**src/hdl/ptzfe_pkg.sv**
```systemverilog
// ptzfe_pkg: shared types and constants for the PTZ command frame encoder.
// Holds the command codes, register indexes, frame constants and the frame
// descriptor passed from the front end through the queue to the serializer.
package ptzfe_pkg;

  // Frame layout
  localparam int FRAME_BYTES = 11;
  localparam int BODY_BYTES  = 8;    // bytes 1..8, covered by the checksum
  localparam int QUEUE_DEPTH = 2;

  localparam logic [7:0] HEAD_BYTE = 8'hA0;
  localparam logic [7:0] TAIL_BYTE = 8'hAF;

  // Register reset values
  localparam logic [7:0] DEVICE_ADDRESS_RST = 8'd1;
  localparam logic [3:0] SPEED_LEVEL_RST    = 4'd4;
  localparam logic [7:0] NO_CRUISE          = 8'hFF;

  // Configuration register indexes
  localparam logic CFG_DEVICE_ADDRESS = 1'b0;
  localparam logic CFG_SPEED_LEVEL    = 1'b1;

  // Auxiliary device codes
  localparam logic [1:0] AUX_BRUSH = 2'd0;
  localparam logic [1:0] AUX_LAMP  = 2'd1;
  localparam logic [1:0] AUX_VIDEO = 2'd2;
  localparam logic [1:0] AUX_BAD   = 2'd3;

  typedef enum logic [4:0] {
    KIND_STOP         = 5'd0,
    KIND_LEFT         = 5'd1,
    KIND_RIGHT        = 5'd2,
    KIND_UP           = 5'd3,
    KIND_DOWN         = 5'd4,
    KIND_FOCUS_NEAR   = 5'd5,
    KIND_FOCUS_FAR    = 5'd6,
    KIND_ZOOM_IN      = 5'd7,
    KIND_ZOOM_OUT     = 5'd8,
    KIND_IRIS_OPEN    = 5'd9,
    KIND_IRIS_CLOSE   = 5'd10,
    KIND_PRESET_GO    = 5'd11,
    KIND_PRESET_SET   = 5'd12,
    KIND_CRUISE_RUN   = 5'd13,
    KIND_CRUISE_STOP  = 5'd14,
    KIND_CRUISE_DEL   = 5'd15,
    KIND_CRUISE_ENTER = 5'd16,
    KIND_CRUISE_CFG   = 5'd17,
    KIND_CRUISE_LEAVE = 5'd18,
    KIND_AUX_SET      = 5'd19,
    KIND_AUX_CLR      = 5'd20
  } kind_t;

  // One queued frame: body[0] is frame byte 1, body[7] is frame byte 8.
  typedef struct packed {
    logic                       rejected;
    logic [BODY_BYTES-1:0][7:0] body;
    logic [7:0]                 csum;
  } frame_desc_t;

endpackage

```
**src/hdl/ptzfe_front.sv**
```systemverilog
// ptzfe_front: accepts commands, holds the configuration registers and the
// current cruise id, and builds the frame descriptor for the queue.
// Depends on ptzfe_pkg.
module ptzfe_front (
  input  logic                  clk,
  input  logic                  rst_n,
  input  logic                  cfg_we,
  input  logic                  cfg_addr,
  input  logic [7:0]            cfg_wdata,
  input  logic                  in_tvalid,
  output logic                  in_tready,
  input  logic [39:0]           in_tdata,
  input  logic                  q_full,
  output logic                  q_push,
  output ptzfe_pkg::frame_desc_t q_desc
);

  logic [7:0] device_address_r;
  logic [3:0] speed_level_r;
  logic [7:0] current_cruise_r;
  logic [7:0] current_cruise_nxt;

  logic [4:0] kind;
  logic [7:0] preset_id;
  logic [7:0] cruise_id;
  logic [7:0] cruise_speed;
  logic [7:0] wait_time;
  logic [1:0] aux_device;

  logic       accept;
  logic       emits;
  logic       rejected;
  logic [7:0] spd;
  logic [7:0] sum;
  logic [7:0] f [1:8];

  // Field unpacking
  assign kind         = in_tdata[4:0];
  assign preset_id    = in_tdata[12:5];
  assign cruise_id    = in_tdata[20:13];
  assign cruise_speed = in_tdata[28:21];
  assign wait_time    = in_tdata[36:29];
  assign aux_device   = in_tdata[38:37];

  assign in_tready = !q_full;
  assign accept    = in_tvalid && in_tready;

  // Pan/tilt speed byte: level*8-1, wrapping at eight bits
  assign spd = 8'({speed_level_r, 3'b000}) - 8'd1;

  // Configuration registers
  always_ff @(posedge clk) begin
    if (!rst_n) begin
      device_address_r <= ptzfe_pkg::DEVICE_ADDRESS_RST;
      speed_level_r    <= ptzfe_pkg::SPEED_LEVEL_RST;
    end else if (cfg_we) begin
      unique case (cfg_addr)
        ptzfe_pkg::CFG_DEVICE_ADDRESS: device_address_r <= cfg_wdata;
        ptzfe_pkg::CFG_SPEED_LEVEL:    speed_level_r    <= cfg_wdata[3:0];
        default: ;
      endcase
    end
  end

  // Command decode and frame body build
  always_comb begin
    emits              = 1'b1;
    rejected           = 1'b0;
    current_cruise_nxt = current_cruise_r;
    f[1] = device_address_r;
    f[2] = 8'h00;
    f[3] = 8'h00;
    f[4] = 8'h00;
    f[5] = 8'h00;
    f[6] = 8'h00;
    f[7] = 8'h00;
    f[8] = 8'hFF;
    // cruise and auxiliary frames share this head
    if (kind >= 5'(ptzfe_pkg::KIND_CRUISE_RUN)) begin
      f[2] = device_address_r;
      f[7] = 8'hFF;
    end
    unique case (ptzfe_pkg::kind_t'(kind))
      ptzfe_pkg::KIND_STOP: ;
      ptzfe_pkg::KIND_LEFT: begin
        f[4] = 8'h04;
        f[5] = spd;
      end
      ptzfe_pkg::KIND_RIGHT: begin
        f[4] = 8'h02;
        f[5] = spd;
      end
      ptzfe_pkg::KIND_UP: begin
        f[4] = 8'h08;
        f[6] = spd;
      end
      ptzfe_pkg::KIND_DOWN: begin
        f[4] = 8'h10;
        f[6] = spd;
      end
      ptzfe_pkg::KIND_FOCUS_NEAR: begin
        f[3] = 8'h02;
        f[7] = 8'h44;
      end
      ptzfe_pkg::KIND_FOCUS_FAR: begin
        f[3] = 8'h01;
        f[7] = 8'h44;
      end
      ptzfe_pkg::KIND_ZOOM_IN: begin
        f[4] = 8'h40;
        f[7] = 8'h44;
      end
      ptzfe_pkg::KIND_ZOOM_OUT: begin
        f[4] = 8'h20;
        f[7] = 8'h44;
      end
      ptzfe_pkg::KIND_IRIS_OPEN:  f[3] = 8'h10;
      ptzfe_pkg::KIND_IRIS_CLOSE: f[3] = 8'h08;
      ptzfe_pkg::KIND_PRESET_GO, ptzfe_pkg::KIND_PRESET_SET: begin
        f[2] = 8'h01;
        f[4] = (kind == 5'(ptzfe_pkg::KIND_PRESET_GO)) ? 8'h07 : 8'h03;
        f[5] = preset_id;
        f[6] = 8'hFF;
        f[7] = 8'hFF;
      end
      ptzfe_pkg::KIND_CRUISE_RUN: begin
        f[4] = 8'h21;
        f[5] = cruise_id;
      end
      ptzfe_pkg::KIND_CRUISE_STOP: begin
        f[4] = 8'h2F;
        f[5] = 8'hFF;
        f[6] = 8'hFF;
      end
      ptzfe_pkg::KIND_CRUISE_DEL: begin
        f[4] = 8'h2B;
        f[5] = 8'h01;
        f[6] = cruise_id;
      end
      ptzfe_pkg::KIND_CRUISE_ENTER: begin
        current_cruise_nxt = cruise_id;
        f[4] = 8'h23;
        f[5] = cruise_id;
        f[6] = 8'h80;
      end
      ptzfe_pkg::KIND_CRUISE_CFG: begin
        // an all-zero point is dropped
        emits = (preset_id != 8'h00) || (cruise_speed != 8'h00) || (wait_time != 8'h00);
        f[4] = 8'h23;
        f[5] = current_cruise_r;
        f[6] = preset_id;
        f[7] = cruise_speed;
        f[8] = wait_time;
      end
      ptzfe_pkg::KIND_CRUISE_LEAVE: begin
        f[4] = 8'h23;
        f[5] = cruise_id;
        f[6] = 8'h40;
      end
      ptzfe_pkg::KIND_AUX_SET, ptzfe_pkg::KIND_AUX_CLR: begin
        f[3] = 8'h80;
        f[4] = 8'h01;
        f[6] = (kind == 5'(ptzfe_pkg::KIND_AUX_SET)) ? 8'h01 : 8'h00;
        case (aux_device)
          ptzfe_pkg::AUX_BRUSH:
            f[5] = (kind == 5'(ptzfe_pkg::KIND_AUX_SET)) ? 8'h0C : 8'h0D;
          ptzfe_pkg::AUX_LAMP:  f[5] = 8'h0F;
          ptzfe_pkg::AUX_VIDEO: f[5] = 8'h0E;
          default:              rejected = 1'b1;
        endcase
      end
      default: emits = 1'b0;  // unused command codes
    endcase
  end

  // Checksum: complement of the byte sum over bytes 1..8
  assign sum = ((f[1] + f[2]) + (f[3] + f[4])) + ((f[5] + f[6]) + (f[7] + f[8]));

  // Descriptor assembly
  always_comb begin
    q_desc.rejected = rejected;
    q_desc.csum     = ~sum;
    for (int i = 0; i < ptzfe_pkg::BODY_BYTES; i++) begin
      q_desc.body[i] = f[i + 1];
    end
  end

  assign q_push = accept && emits;

  // Current cruise id
  always_ff @(posedge clk) begin
    if (!rst_n) begin
      current_cruise_r <= ptzfe_pkg::NO_CRUISE;
    end else if (accept) begin
      current_cruise_r <= current_cruise_nxt;
    end
  end

  a_cruise_enter: assert property (@(posedge clk) disable iff (!rst_n)
    accept && (kind == 5'(ptzfe_pkg::KIND_CRUISE_ENTER))
    |=> current_cruise_r == $past(cruise_id))
    else $error("cruise enter did not latch the cruise id");

endmodule

```
**src/hdl/ptzfe_queue.sv**
```systemverilog
// ptzfe_queue: short FIFO of frame descriptors between front end and
// serializer, so either side can stall on its own. Depends on ptzfe_pkg.
module ptzfe_queue #(
  parameter int DEPTH = ptzfe_pkg::QUEUE_DEPTH
) (
  input  logic                   clk,
  input  logic                   rst_n,
  input  logic                   push,
  input  ptzfe_pkg::frame_desc_t push_desc,
  input  logic                   pop,
  output logic                   full,
  output logic                   nonempty,
  output ptzfe_pkg::frame_desc_t head
);

  localparam int PW = (DEPTH > 1) ? $clog2(DEPTH) : 1;
  localparam int CW = $clog2(DEPTH + 1);

  ptzfe_pkg::frame_desc_t mem_r [DEPTH];
  logic [PW-1:0] wr_ptr_r;
  logic [PW-1:0] rd_ptr_r;
  logic [CW-1:0] count_r;
  logic          do_push;
  logic          do_pop;

  assign full     = (count_r == CW'(DEPTH));
  assign nonempty = (count_r != '0);
  assign do_push  = push && !full;
  assign do_pop   = pop && nonempty;
  assign head     = mem_r[rd_ptr_r];

  // Storage
  always_ff @(posedge clk) begin
    if (do_push) begin
      mem_r[wr_ptr_r] <= push_desc;
    end
  end

  // Pointers and fill count
  always_ff @(posedge clk) begin
    if (!rst_n) begin
      wr_ptr_r <= '0;
      rd_ptr_r <= '0;
      count_r  <= '0;
    end else begin
      if (do_push) begin
        wr_ptr_r <= (wr_ptr_r == PW'(DEPTH - 1)) ? '0 : wr_ptr_r + 1'b1;
      end
      if (do_pop) begin
        rd_ptr_r <= (rd_ptr_r == PW'(DEPTH - 1)) ? '0 : rd_ptr_r + 1'b1;
      end
      if (do_push && !do_pop) begin
        count_r <= count_r + 1'b1;
      end else if (do_pop && !do_push) begin
        count_r <= count_r - 1'b1;
      end
    end
  end

  a_count_bound: assert property (@(posedge clk) disable iff (!rst_n)
    count_r <= CW'(DEPTH))
    else $error("queue fill count beyond depth");

  a_no_overflow: assert property (@(posedge clk) disable iff (!rst_n)
    !(push && full))
    else $error("push into a full queue");

endmodule

```
**src/hdl/ptzfe_back.sv**
```systemverilog
// ptzfe_back: serializer. Pops a frame descriptor and sends its bytes one
// per transfer through a registered output stage. Depends on ptzfe_pkg.
module ptzfe_back (
  input  logic                   clk,
  input  logic                   rst_n,
  input  logic                   q_nonempty,
  input  ptzfe_pkg::frame_desc_t q_head,
  output logic                   q_pop,
  output logic                   out_tvalid,
  input  logic                   out_tready,
  output logic [7:0]             out_tdata,
  output logic                   out_tlast,
  output logic                   out_tuser
);

  localparam logic [3:0] LAST_IDX = 4'(ptzfe_pkg::FRAME_BYTES - 1);

  ptzfe_pkg::frame_desc_t cur_r;
  logic                   cur_vld_r;
  logic [3:0]             idx_r;
  logic                   out_vld_r;
  logic [7:0]             out_data_r;
  logic                   out_last_r;
  logic                   out_user_r;

  logic       load;
  logic       finish;
  logic [7:0] byte_nxt;

  assign load   = cur_vld_r && (!out_vld_r || out_tready);
  assign finish = cur_r.rejected || (idx_r == LAST_IDX);
  assign q_pop  = q_nonempty && (!cur_vld_r || (load && finish));

  // Byte select for the current position
  always_comb begin
    case (idx_r) inside
      4'd0:          byte_nxt = ptzfe_pkg::HEAD_BYTE;
      [4'd1:4'd8]:   byte_nxt = cur_r.body[3'(idx_r - 4'd1)];
      4'd9:          byte_nxt = ptzfe_pkg::TAIL_BYTE;
      default:       byte_nxt = cur_r.csum;
    endcase
    if (cur_r.rejected) begin
      byte_nxt = 8'h00;
    end
  end

  // Current frame and position
  always_ff @(posedge clk) begin
    if (!rst_n) begin
      cur_vld_r <= 1'b0;
      idx_r     <= '0;
    end else begin
      if (load) begin
        idx_r <= finish ? 4'd0 : idx_r + 4'd1;
      end
      if (q_pop) begin
        cur_vld_r <= 1'b1;
        idx_r     <= '0;
      end else if (load && finish) begin
        cur_vld_r <= 1'b0;
      end
    end
  end

  always_ff @(posedge clk) begin
    if (q_pop) begin
      cur_r <= q_head;
    end
  end

  // Output register
  always_ff @(posedge clk) begin
    if (!rst_n) begin
      out_vld_r <= 1'b0;
    end else if (load) begin
      out_vld_r <= 1'b1;
    end else if (out_tready) begin
      out_vld_r <= 1'b0;
    end
  end

  always_ff @(posedge clk) begin
    if (load) begin
      out_data_r <= byte_nxt;
      out_last_r <= finish;
      out_user_r <= cur_r.rejected;
    end
  end

  assign out_tvalid = out_vld_r;
  assign out_tdata  = out_data_r;
  assign out_tlast  = out_last_r;
  assign out_tuser  = out_user_r;

  a_reject_shape: assert property (@(posedge clk) disable iff (!rst_n)
    out_tvalid && out_tuser |-> out_tlast && (out_tdata == 8'h00))
    else $error("reject item with wrong shape");

  a_pop_only_free: assert property (@(posedge clk) disable iff (!rst_n)
    q_pop && cur_vld_r |-> load && finish)
    else $error("frame popped while the current one is unfinished");

endmodule

```
**src/hdl/ptz_command_frame_encoder_unit.sv**
```systemverilog
// Channel  | Dir | Width | Fields (low bit up)
// in_      | in  | 40    | kind[4:0] preset_id[12:5] cruise_id[20:13] cruise_speed[28:21]
//          |     |       | wait_time[36:29] aux_device[38:37], zero pad
// out_     | out | 8+1+1 | tdata frame_byte, tlast last_byte, tuser rejected
// cfg_     | in  | 1+8   | index 0 device_address, 1 speed_level
//
// A command makes an 11-byte frame (a reject one zero byte; a dropped one
// nothing), sent one byte per cycle while out_tready allows. The output register
// sets that pace. Commands are taken while the descriptor queue has room, and
// the front end builds each frame in the cycle it accepts the command.
// Reset (rst_n low, synchronous) empties the queue and serializer and restores
// register defaults; an output stall backs up into the queue, then in_tready.
module ptz_command_frame_encoder_unit #(
  parameter int QUEUE_DEPTH = ptzfe_pkg::QUEUE_DEPTH
) (
  input  logic        clk,
  input  logic        rst_n,
  input  logic        cfg_we,
  input  logic        cfg_addr,
  input  logic [7:0]  cfg_wdata,
  input  logic        in_tvalid,
  output logic        in_tready,
  input  logic [39:0] in_tdata,   // kind, preset_id, cruise_id, cruise_speed, wait_time, aux_device
  output logic        out_tvalid,
  input  logic        out_tready,
  output logic [7:0]  out_tdata,  // frame_byte
  output logic        out_tlast,
  output logic        out_tuser   // rejected
);

  ptzfe_pkg::frame_desc_t push_desc;
  ptzfe_pkg::frame_desc_t head;
  logic                   push;
  logic                   pop;
  logic                   full;
  logic                   nonempty;

  ptzfe_front u_front (
    .clk       (clk),
    .rst_n     (rst_n),
    .cfg_we    (cfg_we),
    .cfg_addr  (cfg_addr),
    .cfg_wdata (cfg_wdata),
    .in_tvalid (in_tvalid),
    .in_tready (in_tready),
    .in_tdata  (in_tdata),
    .q_full    (full),
    .q_push    (push),
    .q_desc    (push_desc)
  );

  ptzfe_queue #(
    .DEPTH (QUEUE_DEPTH)
  ) u_queue (
    .clk       (clk),
    .rst_n     (rst_n),
    .push      (push),
    .push_desc (push_desc),
    .pop       (pop),
    .full      (full),
    .nonempty  (nonempty),
    .head      (head)
  );

  ptzfe_back u_back (
    .clk        (clk),
    .rst_n      (rst_n),
    .q_nonempty (nonempty),
    .q_head     (head),
    .q_pop      (pop),
    .out_tvalid (out_tvalid),
    .out_tready (out_tready),
    .out_tdata  (out_tdata),
    .out_tlast  (out_tlast),
    .out_tuser  (out_tuser)
  );

endmodule
```
**config.mk**
```make
export PLATFORM = sky130hd
export DESIGN_NAME = ptz_command_frame_encoder_unit
export DESIGN_NICKNAME = d
export VERILOG_FILES = /design/src/hdl/ptzfe_pkg.sv /design/src/hdl/ptzfe_front.sv /design/src/hdl/ptzfe_queue.sv /design/src/hdl/ptzfe_back.sv /design/src/hdl/ptz_command_frame_encoder_unit.sv
export SDC_FILE = /design/constraint.sdc
export NUM_CORES = 1
export LEC_CHECK = 0
export BUFFER_PORTS_ARGS = -buffer_cell sky130_fd_sc_hd__clkbuf_2
export CAP_MARGIN = 20
export CORE_ASPECT_RATIO = 1.1
export CORE_MARGIN = 2
export CORE_UTILIZATION = 50
export CTS_BUF_LIST = sky130_fd_sc_hd__clkbuf_16
export DETAILED_ROUTE_END_ITERATION = 12
export PLACE_DENSITY_LB_ADDON = 0.12
export SYNTH_ARGS = -nofsm -noshare
export SYNTH_HDL_FRONTEND = slang
export SYNTH_SLANG_ARGS = --single-unit
export TNS_END_PERCENT = 50
```
**constraint.sdc**
```tcl
create_clock -name clk -period 7.1 [get_ports clk]
set_clock_uncertainty 0.05 [all_clocks]
set_input_delay 0.71 -clock clk [delete_from_list [all_inputs] [get_ports clk]]
set_output_delay 0.71 -clock clk [all_outputs]
set_load 0.005 [all_outputs]
```
# == Word level (Yosys, flattened, before mapping) ==
# Memories as Yosys holds them, arrays and structs flattened. A register that Yosys moved wholly into a read port is not among the register bits.
# Cells that the tools add are included.
# op_classes
add_sub_neg,14
multipliers,0
n_div,0
order_cmp,4
n_eq_ne,25
n_shift,0
mux,32
bitwise_logic,3
reduce_logical,45
# op_table
operator,n
case mux 8 bit (7 select lines),2
case mux 8 bit (12 select lines),1
two-way mux 8 bit,8
adder 8 bit,7
case mux 8 bit (3 select lines),2
"== test 5 x 4 -> 1 bit, second input constant",8
case mux 8 bit (5 select lines),1
"== test 5 bit, second input constant",5
binary-select mux 8 bit (select 3 bit),1
nonzero test 8 bit,3
"== test 5 x 3 -> 1 bit, second input constant",4
OR reduction 20 bit,1
two-way mux 1 bit,12
OR reduction 2 bit,6
OR reduction 3 bit,4
"== test 5 x 2 -> 1 bit, second input constant",2
logical AND 1 bit,10
"== test 4 bit, second input constant",2
NOT 8 bit,1
nonzero test 2 bit,4
"subtractor 7 x 1 -> 8 bit, second input constant",1
AND reduction 2 bit,3
"== test 5 x 1 -> 1 bit, second input constant",1
">= comparator 5 x 4 -> 1 bit, second input constant",1
other kinds (21),33
# word_totals
ff_bits,40
latch_bits,0
ram_bits,146
romBits,0
in_bits,54
out_inout_bits,12
wordCells,137
memories,1
# mem_list
memory,depth,word_bits,rd,rd_ports_with_merged_regs,write_ports,line_no,source
u_queue.mem_r,2,73,1,1,1,ptzfe_queue.sv:19,ptzfe_pkg::frame_desc_t mem_r [DEPTH];

# == Depth between registers and ports, before layout ==
# Gate-level depths: netlist of run 1.
# depth
word_depth,10
ltp_mapped,22
depth_no_buf,21

# == Hierarchy ==
# From an unflattened synthesis of run 1, not the netlist that was laid out.
# unflattened
cells_unflattened,866
area_unflattened_um2,12383.1
# by_module_without_submodules
module,instances,cells_per_inst,area_each_um2,seq_area_each_um2
ptzfe_queue,1,252,5500.3,4484.3
ptzfe_back,1,192,3569.7,2612.5
ptzfe_front,1,422,3313.2,400.4

# == Worst setup path after synthesis of run 1 ==
# No wires, ideal clock.
# synth_path
kind,input to register
start,input port in_tdata[0]
end,"memory u_queue.mem_r[0][7] in the netlist's numbering, data pin"
setup_time_ps,271
t_arrival_ps,5496
path_slack_ps,1282
path_stages,21
cell_sequence,buf_2 buf_6 nor2_1 a21oi_2 nor2b_1 nor2b_1 a21oi_1 o211ai_1 fa_1 fa_1 fa_1 inv_1 fa_1 inv_1 ha_1 a21o_1 a21oi_1 o21bai_1 a21oi_1 xnor3_1 xnor3_1
# synth_lines
element,line_no,source
"start, declared",ptz_command_frame_encoder_unit.sv:23,"input logic [39:0] in_tdata,"
"end, declared",ptzfe_queue.sv:19,

==> results of run 1 <==
-- through the flow --
step | hold slack [ps] | utilization | instance area (µm²) | std cells
3_5_place_dp | 392 | 0.540 | 12400 | 1183
6_report | 371 | 0.575 | 13200 | 1231
5_1_grt | 361 | 0.575 | 13200 | 1231
3_3_place_gp | 394 | 0.540 | 12400 | 1183
2_1_floorplan | 376 | - | 11700 | 831
4_1_cts | 350 | 0.575 | 13200 | 1231
-- how the worst max path moves through the flow --
stage                start                   to  slack, ps  cells after the start
3_3_place_gp   in_tdata[3]  u_queue.mem_r[0][7]        540                     19
2_1_floorplan  in_tdata[0]  u_queue.mem_r[0][7]       1280                     21
3_5_place_dp   in_tdata[3]  u_queue.mem_r[1][7]        540                     19
4_1_cts        in_tdata[1]  u_queue.mem_r[1][7]       1090                     20
6_report       in_tdata[1]  u_queue.mem_r[1][7]       1030                     20
5_1_grt        in_tdata[3]  u_queue.mem_r[1][7]        710                     19
-- area by class of cell --
class	count	area [µm²]	area share
multi-input cells	476	4130	0.314
clock inverters	21	126	0.00958
flip-flops and latches	247	7120	0.540
well taps	300	375	0.0285
inverters	76	285	0.0216
clock buffers	27	676	0.0512
repair buffers	84	470	0.0357
-- cells in the mapped netlist, types with 8 or more instances --
master	count
nor2b_1	12
xor2_1	8
dfxtp_1	30
o21ai_0	25
mux4_2	12
nand3_1	11
mux2_2	69
edfxtp_1	217
nor2_1	23
ha_1	20
inv_1	76
a21oi_1	30
fa_1	36
a21boi_0	14
nand2_1	73
xnor2_1	12
clkbuf_1	17
nand2b_1	22
mux2i_1	12
-- worst max-delay path, cell delays in order --
cell and delay [ps]:
clkbuf_2 260, and3b_1 330, a21oi_2 250, nor2_1 180, buf_4 180, a222oi_1 330
nand2_1 270, fa_1 590, inv_1 50, fa_1 470, fa_1 440, inv_1 80
fa_1 420, ha_1 250, a21o_1 180, a21oi_1 230, o21bai_1 110, a21oi_1 200
xnor3_1 360, xnor3_1 370
-- logic make-up (layout without fill, tap and decap cells) --
| kind of cell | Yosys count | count (layout) |
|---|---|---|
| compound gates | 123 | 123 |
| xor+xnor | 22 | 22 |
| fa+ha+maj | 56 | 56 |
| buf+inv | 108 | 208 |
| flops | 247 | 247 |
| mux | 93 | 93 |
| simple gates | 182 | 182 |
-- state kept, by name, indices dropped and copies added (netlist names) --
signal                    flops
u_queue.mem_r               138
u_back.out_tdata              8
u_back.out_tvalid             1
u_queue.wr_ptr_r              1
u_back.cur_vld_r              1
u_front.speed_level_r         4
u_back.out_tlast              1
u_back.idx_r                  4
u_queue.count_r               2
u_back.cur_r                 69
u_front.current_cruise_r      8
u_front.device_address_r      8
u_back.out_tuser              1
u_queue.rd_ptr_r              1
-- power by group --
group          switching, mW  leakage (nW)  total [mW]  internal, mW
clock network          0.543         0.432        1.27         0.723
registers             0.0773          2.23        2.10          2.03
logic                  0.721          2.22        1.22         0.499
-- routing by layer --
| metal | vias to the layer above | GRT usage |
|---|---|---|
| met5 | - | 0 |
| met4 | 0 | 0.0583 |
| met3 | 45 | 0.0315 |
| met2 | 178 | 0.390 |
| met1 | 3413 | 0.292 |
| li1 | 3170 | - |
==> impl_metrics.json, run 1 <==
{
  "die_w_um": 150,
  "antenna_found_initial": 0,
  "wl_per_cell_um": 21.4,
  "period_needed_ps": 6070,
  "synth_xor_area_frac": 0.0188,
  "insertion_delay_ps": 530,
  "maxSlewViolCount": 0,
  "vdd_drop_max_v": 0.000247,
  "synth_top_family_by_area": "multiplexers",
  "synthSimpleGateAreaFrac": 0.0795,
  "cts-root-buf": "clkbuf_16",
  "ctsHoldBuffers": 0,
  "track_usage": 0.222,
  "netlist_area_um2": 11700,
  "yosys_warnings": 0,
  "overflow": 0,
  "worstReg2RegStart": "u_front.speed_level_r[0]",
  "fmax_mhz": 165,
  "crit_path_end_kind": "flip-flop",
  "n_fill_cell": 1904,
  "first_pass_iters": 5,
  "num_rows": 58,
  "gp_congestion": 0.882,
  "drt_iter0_markers": 442,
  "worstPathMaxFanout": 19,
  "finalSetupViolations": 0,
  "power.density_nw_per_um2": 348,
  "post-dp-hpwl_um": 19000,
  "wl_met1_um": 11300,
  "initial_utilization": 0.510,
  "ys_seq_area_frac": 0.609,
  "synth_fp_nets": 941,
  "final_cell_mix": "edfxtp_1 (217), inv_1 (85), nand2_1 (73)",
  "power_mw": 4.59,
  "coreArea_um2": 22900,
  "synth-compound-area-share": 0.0721,
  "drc": 0,
  "n_antenna_cell": 0,
  "cts_tree": "yes",
  "final_nets": 1021,
  "die_area_um2": 24600,
  "htreeDepth": 1,
  "synth_top_area_share": 0.557,
  "area_delta_synth_final_pct": 12.8,
  "start_kind": "input port",
  "viasPerCell": 5.53,
  "hold_class": "input port to flip-flop",
  "finalHoldViolCount": 0,
  "final_common_cell": "edfxtp_1",
  "tns_ps": 0,
  "top_layer": "met4",
  "clock-sinks": 247,
  "maxCapViolCount": 0,
  "io_pins": 66,
  "postRouteAntennaNets": 0,
  "cp.arrival_ps": 6280,
  "reg2reg_depth": 17,
  "clk_pin_slew_worst_paths_ps": 60,
  "synth.distinct_cells": 68,
  "synth-edff-count": 217,
  "io_buffer_count": 64,
  "reg2reg_slack_ps": 1330,
  "critical_path_class": "input port to flip-flop",
  "wl_met3_um": 1130,
  "rsz0062_at_grt": "false",
  "die_h_um": 164,
  "yosysTopAreaCell": "edfxtp_1",
  "drive_gt1_frac": 0.235,
  "vias": 6806,
  "postSynthAreaPerCell_um2": 14.1,
  "cts_setup_buffers": 0,
  "p_leak_nw": 4.89,
  "fin_crit_sh": 0.855,
  "yosys_most_used_dff": "edfxtp_1",
  "netlist_instances": 831,
  "hold_start": "cfg_wdata[7]",
  "cts_resized": 0,
  "dpl_worst_slack_ps": 537,
  "cts_buffers": 26,
  "grt_max_degree": 71,
  "tightestPinTransition_ps": 1060,
  "hold_end": "u_front.device_address_r[7]",
  "synth_mux_area_frac": 0.0998,
  "totalWireLength_um": 26300,
  "worst_slack_ps": 1030,
  "ys_ff_latch": 247,
  "r2r-end": "u_queue.mem_r[1][7]",
  "status": "finished clean",
  "grt_pass1_vias": 7059,
  "async_flop_share": 0,
  "synthTopCellsByArea": "edfxtp_1 (56%), mux2_2 (6.6%), fa_1 (6.2%)",
  "route.met2.wl_um": 13300,
  "grt_pass1_wl_um": 40500,
  "whs_path_depth": 3,
  "worstPathRequired_ps": 7320,
  "cts_buffer_depth": 3,
  "synth_adder_area_share": 0.0830,
  "max-slew-margin-rel": 0.296
}
(Power assumes the default switching activity.)
==> run 2, diff against run 1 <==
--- a/config.mk
+++ b/config.mk
@@ -12,7 +12,7 @@
 export CORE_UTILIZATION = 50
 export CTS_BUF_LIST = sky130_fd_sc_hd__clkbuf_16
 export DETAILED_ROUTE_END_ITERATION = 12
-export PLACE_DENSITY_LB_ADDON = 0.12
+export PLACE_DENSITY = 0.64
 export SYNTH_ARGS = -nofsm -noshare
 export SYNTH_HDL_FRONTEND = slang
 export SYNTH_SLANG_ARGS = --single-unit
==> impl_metrics.json, run 2 (synthesis results as in run 1) <==
{
  "clk_pin_slew_worst_paths_ps": 60,
  "regMostFlops": "u_queue.mem_r",
  "overflow": 0,
  "p_leak_nw": 4.88,
  "fmax_mhz": 166,
  "cts_buffers": 26,
  "io_buffer_count": 64,
  "worstPathRequired_ps": 7330,
  "grt_max_degree": 71,
  "drt_iter0_markers": 682,
  "hold_class": "input port to flip-flop",
  "fin_crit_sh": 0.850,
  "post-dp-hpwl_um": 17300,
  "worst_slack_ps": 1060,
  "post_dp_cell_area_um2": 12300,
  "top_regs": "u_queue.mem_r: 138 flops, u_back.cur_r: 69 flops",
  "cp.arrival_ps": 6270,
  "final_common_cell": "edfxtp_1",
  "wl_per_cell_um": 20.5,
  "maxCapViolCount": 0,
  "timing.hold.ws_ps": 352,
  "io_pins": 66,
  "area_delta_synth_final_pct": 13.2,
  "power.internal_mw": 3.37,
  "reg2reg_slack_ps": 1580,
  "ctsHoldBuffers": 0,
  "critical_path_class": "input port to flip-flop",
  "cp_cell_sequence": "clkbuf_2, buf_4, nor2_1, a21oi_2, nor2b_1, nor2b_1, a21oi_1, o211ai_1, fa_1, fa_1, fa_1, inv_1, fa_1, inv_1, ha_1, a21o_1, a21oi_1, o21bai_1, a21oi_1, xnor3_1, xnor3_1",
  "comb_power_share": 0.258,
  "cts_resized": 0,
  "final_nets": 1015,
  "finalSetupViolations": 0,
  "worstPathMaxFanout": 17,
  "vias": 6859,
  "die_h_um": 164,
  "critPathMostFrequentCell": "fa_1",
  "grt_pass1_wl_um": 39100,
  "clock-sinks": 247,
  "cts_setup_buffers": 0,
  "final_cell_mix": "edfxtp_1 (217), inv_1 (79), nand2_1 (73)",
  "cts_buffer_depth": 3,
  "maxSlewViolCount": 0,
  "num_rows": 58,
  "cts_tree": "yes",
  "totalWireLength_um": 25200,
  "crit_path_end_kind": "flip-flop",
  "status": "finished clean",
  "p_clk_frac": 0.299,
  "antenna_found_initial": 0,
  "die_w_um": 150,
  "power_mw": 4.75,
  "htreeDepth": 1,
  "seq_power_share": 0.444,
  "gp_congestion": 0.931,
  "cts-root-buf": "clkbuf_16",
  "die_area_um2": 24600,
  "viasPerCell": 5.60,
  "coreArea_um2": 22900,
  "start_kind": "input port",
  "initial_utilization": 0.510,
  "first_pass_iters": 7,
  "switching_share": 0.290,
  "drive_gt1_frac": 0.236,
  "tns_ps": 0,
  "final_area_um2": 13200,
  "rsz0062_at_grt": "false",
  "cp_top_family": "adder cells",
  "whs_path_depth": 3,
  "worst-path-buf-inv": 4,
  "largest_reg_flops": 138,
  "slowest_delay_ps": 550,
  "reg2reg_depth": 17,
  "max-slew-margin-rel": 0.308,
  "grt_pass1_vias": 6767,
  "track_usage": 0.212,
  "power.density_nw_per_um2": 359,
  "n_antenna_cell": 0,
  "dpl_worst_slack_ps": 583,
  "finalHoldViolCount": 0,
  "critical_path_cell_count": 21,
  "period_needed_ps": 6040,
  "drc": 0,
  "cpMaxStageDelayCell": "fa_1",
  "vdd_drop_max_v": 0.000204,
  "postRouteAntennaNets": 0,
  "p_sw_mw": 1.37,
  "tightestPinTransition_ps": 1040,
  "insertion_delay_ps": 540
}
run 2: cell count changes in the layout (fill, tap and decap cells not counted):
| cell | delta |
|---|---|
| clkinv_2 | +1 |
| bufinv_16 | +4 |
| inv_6 | +1 |
| inv_1 | -6 |
| clkbuf_16 | -1 |
| inv_8 | -1 |
| clkinv_1 | +1 |
| buf_4 | -6 |
| clkinv_8 | +1 |
run 2: final timing paths:
check | startpoint | to
worst min-delay path | cfg_wdata[5] | u_front.device_address_r[5]
worst max-delay path | in_tdata[1] | u_queue.mem_r[0][7]
worst min register to register | u_front.current_cruise_r[5] | u_front.current_cruise_r[5]
worst max register to register | u_front.speed_level_r[0] | u_queue.mem_r[0][7]
run 2: power groups by stage:
stage | Sequential (mW) | Combinational [mW] | Clock, mW
after global placement | 2.13 | 1.22 | 0
final | 2.10 | 1.22 | 1.42
after CTS | 2.11 | 1.25 | 1.45
after global routing | 2.13 | 1.36 | 1.50
after detailed placement | 2.14 | 1.23 | 0
after floorplan | 2.12 | 0.871 | 0
run 2: stage by stage:
step,utilization,instances
3_3_place_gp,0.538,1177
4_1_cts,0.577,1225
2_1_floorplan,-,831
3_5_place_dp,0.538,1177
5_1_grt,0.577,1225
6_report,0.577,1225
run 2: cell type report:
class	count	area (µm²)
clock inverter	22	246
fill	1870	9700
timing repair buffer	78	425
inverter	76	285
multi-input combinational	476	4130
clock buffer	26	651
sequential	247	7120
tap	300	375
run 2: worst register-to-register path: cells and delay by family, from the launching register on:
family / cells / cell delay, ps
DFF: 1 / 450
adders and majority gates: 6 / 2710
buffers and inverters: 4 / 280
AOI/OAI and AO/OA: 4 / 810
xor gates and xnor gates: 3 / 970
run 2: routing by layer:
metal | vias to the layer above | global-route usage | wire length (µm)
li1 | 3164 | - | -
met1 | 3395 | 0.302 | 11100
met2 | 261 | 0.350 | 12100
met3 | 39 | 0.0260 | 1450
met4 | 0 | 0.0527 | 546
met5 | - | 0 | 0
==> run 3, diff against run 2 <==
--- a/config.mk
+++ b/config.mk
@@ -6,12 +6,12 @@
 export NUM_CORES = 1
 export LEC_CHECK = 0
 export BUFFER_PORTS_ARGS = -buffer_cell sky130_fd_sc_hd__clkbuf_2
-export CAP_MARGIN = 20
 export CORE_ASPECT_RATIO = 1.1
 export CORE_MARGIN = 2
 export CORE_UTILIZATION = 50
 export CTS_BUF_LIST = sky130_fd_sc_hd__clkbuf_16
 export DETAILED_ROUTE_END_ITERATION = 12
+export MAX_ROUTING_LAYER = met4
 export PLACE_DENSITY = 0.64
 export SYNTH_ARGS = -nofsm -noshare
 export SYNTH_HDL_FRONTEND = slang
==> constraint.sdc (replaced) <==
create_clock -name clk -period 6.32 [get_ports clk]
set_clock_uncertainty 0.05 [all_clocks]
set_input_delay 0.632 -clock clk [delete_from_list [all_inputs] [get_ports clk]]
set_output_delay 0.632 -clock clk [all_outputs]
set_load 0.005 [all_outputs]
==> impl_metrics.json, run 3 (synthesis results as in run 1) <==
{
  "insertion_delay_ps": 520,
  "num_rows": 58,
  "finalSetupViolations": 0,
  "grt_pass1_vias": 7053,
  "rsz0062_at_grt": "false",
  "cts_setup_buffers": 0,
  "worstPathRequired_ps": 6520,
  "start_kind": "input port",
  "postRouteAntennaNets": 0,
  "power_mw": 5.16,
  "cpMaxStageDelayCell": "fa_1",
  "power.density_nw_per_um2": 387,
  "slowest_delay_ps": 630,
  "drt_iter0_markers": 467,
  "worstPathMaxFanout": 13,
  "overflow": 0,
  "n_fill_cell": 1895,
  "cp_cell_sequence": "clkbuf_2, buf_4, nand2_1, o22ai_1, a221oi_1, o211ai_1, fa_1, fa_1, fa_1, inv_1, fa_1, inv_1, ha_1, a21o_1, a21oi_1, o21bai_1, a21oi_1, xnor3_1, xnor3_1",
  "post-dp-hpwl_um": 18300,
  "die_h_um": 164,
  "cts_tree": "yes",
  "track_usage": 0.223,
  "htreeDepth": 1,
  "p_clk_frac": 0.275,
  "p_sw_mw": 1.50,
  "clk_pin_slew_worst_paths_ps": 60,
  "maxSlewViolCount": 0,
  "fmax_mhz": 175,
  "antenna_found_initial": 0,
  "coreArea_um2": 22900,
  "die_w_um": 150,
  "top_regs": "u_queue.mem_r: 138 flops, u_back.cur_r: 69 flops",
  "totalWireLength_um": 25500,
  "timing.hold.ws_ps": 299,
  "drive_gt1_frac": 0.251,
  "reg2reg_slack_ps": 690,
  "final_common_cell": "edfxtp_1",
  "cp.arrival_ps": 5910,
  "final_util": 0.581,
  "cts-root-buf": "clkbuf_16",
  "worst_slack_ps": 610,
  "seq_power_share": 0.458,
  "final_cell_mix": "edfxtp_1 (217), inv_1 (78), nand2_1 (73)",
  "first_pass_iters": 6,
  "cts_buffer_depth": 3,
  "tns_ps": 0,
  "vdd_drop_max_v": 0.000211,
  "gp_congestion": 0.924,
  "die_area_um2": 24600,
  "critPathMostFrequentCell": "fa_1",
  "status": "finished clean",
  "comb_power_share": 0.267,
  "finalHoldViolCount": 0,
  "switching_share": 0.290,
  "fin_crit_sh": 0.904,
  "io_buffer_count": 64,
  "dpl_worst_slack_ps": 78.3,
  "p_leak_nw": 4.94,
  "wl_per_cell_um": 20.5,
  "vias": 6821,
  "crit_path_end_kind": "flip-flop",
  "power.internal_mw": 3.66,
  "cts_buffers": 26,
  "max-slew-margin-rel": 0.319,
  "grt_max_degree": 71,
  "hold_class": "input port to flip-flop",
  "final_nets": 1035,
  "regMostFlops": "u_queue.mem_r",
  "n_antenna_cell": 0,
  "viasPerCell": 5.48,
  "tightestPinTransition_ps": 1020,
  "maxCapViolCount": 0,
  "period_needed_ps": 5710,
  "critical_path_class": "input port to flip-flop",
  "largest_reg_flops": 138,
  "cts_resized": 0,
  "ctsHoldBuffers": 0,
  "clock-sinks": 247,
  "io_pins": 66,
  "drc": 0,
  "area_delta_synth_final_pct": 13.9,
  "grt_pass1_wl_um": 39700,
  "initial_utilization": 0.510
}
==> run 3: cell types whose count changed in the layout (fill, tap and decap cells not counted), sizes merged <==
cell,previous run,this run
clkinv,12,13
clkbuf,90,91
clkinvlp,0,2
buf,14,34
bufinv,5,1
==> run 3: metal layers <==
layer  GRT usage  up-vias  share of wire
li1            -     3200              -
met1       0.293     3382           0.44
met2       0.363      193           0.48
met3      0.0265       46          0.044
met4      0.0806        0          0.036
met5           -        -              0
==> run 3: worst paths after layout <==
check,from,to,depth (start not counted)
worst min register to register,u_front.device_address_r[0],u_queue.mem_r[0][8],0
worst max register to register,u_front.speed_level_r[0],u_queue.mem_r[1][7],17
worst max-delay path,in_tdata[0],u_queue.mem_r[1][7],19
worst min-delay path,cfg_wdata[7],u_front.device_address_r[7],3
==> run 3: layout make-up <==
type	instances	area (µm²)	area share
Clock inverter	21	130	0.00977
Inverter	76	285	0.0214
Clock buffer	27	676	0.0507
Timing Repair Buffer	98	601	0.0451
Tap cell	300	375	0.0282
Multi-Input combinational cell	476	4130	0.310
Sequential cell	247	7120	0.534
==> run 3: power by group through the flow <==
stage	Sequential (mW)	Combinational, mW	Clock, mW
after detailed placement	2.40	1.40	0
after floorplan	2.38	0.978	0
after global routing	2.39	1.54	1.51
after global placement	2.39	1.37	0
after CTS	2.37	1.40	1.45
final	2.36	1.38	1.42
==> run 3: stage by stage <==
stage	cells	instance area, µm²
after floorplan	831	11700
after global routing	1245	13300
final	1245	13300
after CTS	1245	13300
after detailed placement	1197	12500
after global placement	1197	12500
==> run 3: worst max-delay path: cells and delay by family <==
kind                       cells  cell delay (ps)
adders and majority gates      5             2450
AOI/OAI and AO/OA              7             1470
xor gates and xnor gates       2              720
buffers and inverters          4              510
and+or+nand+nor                1              110
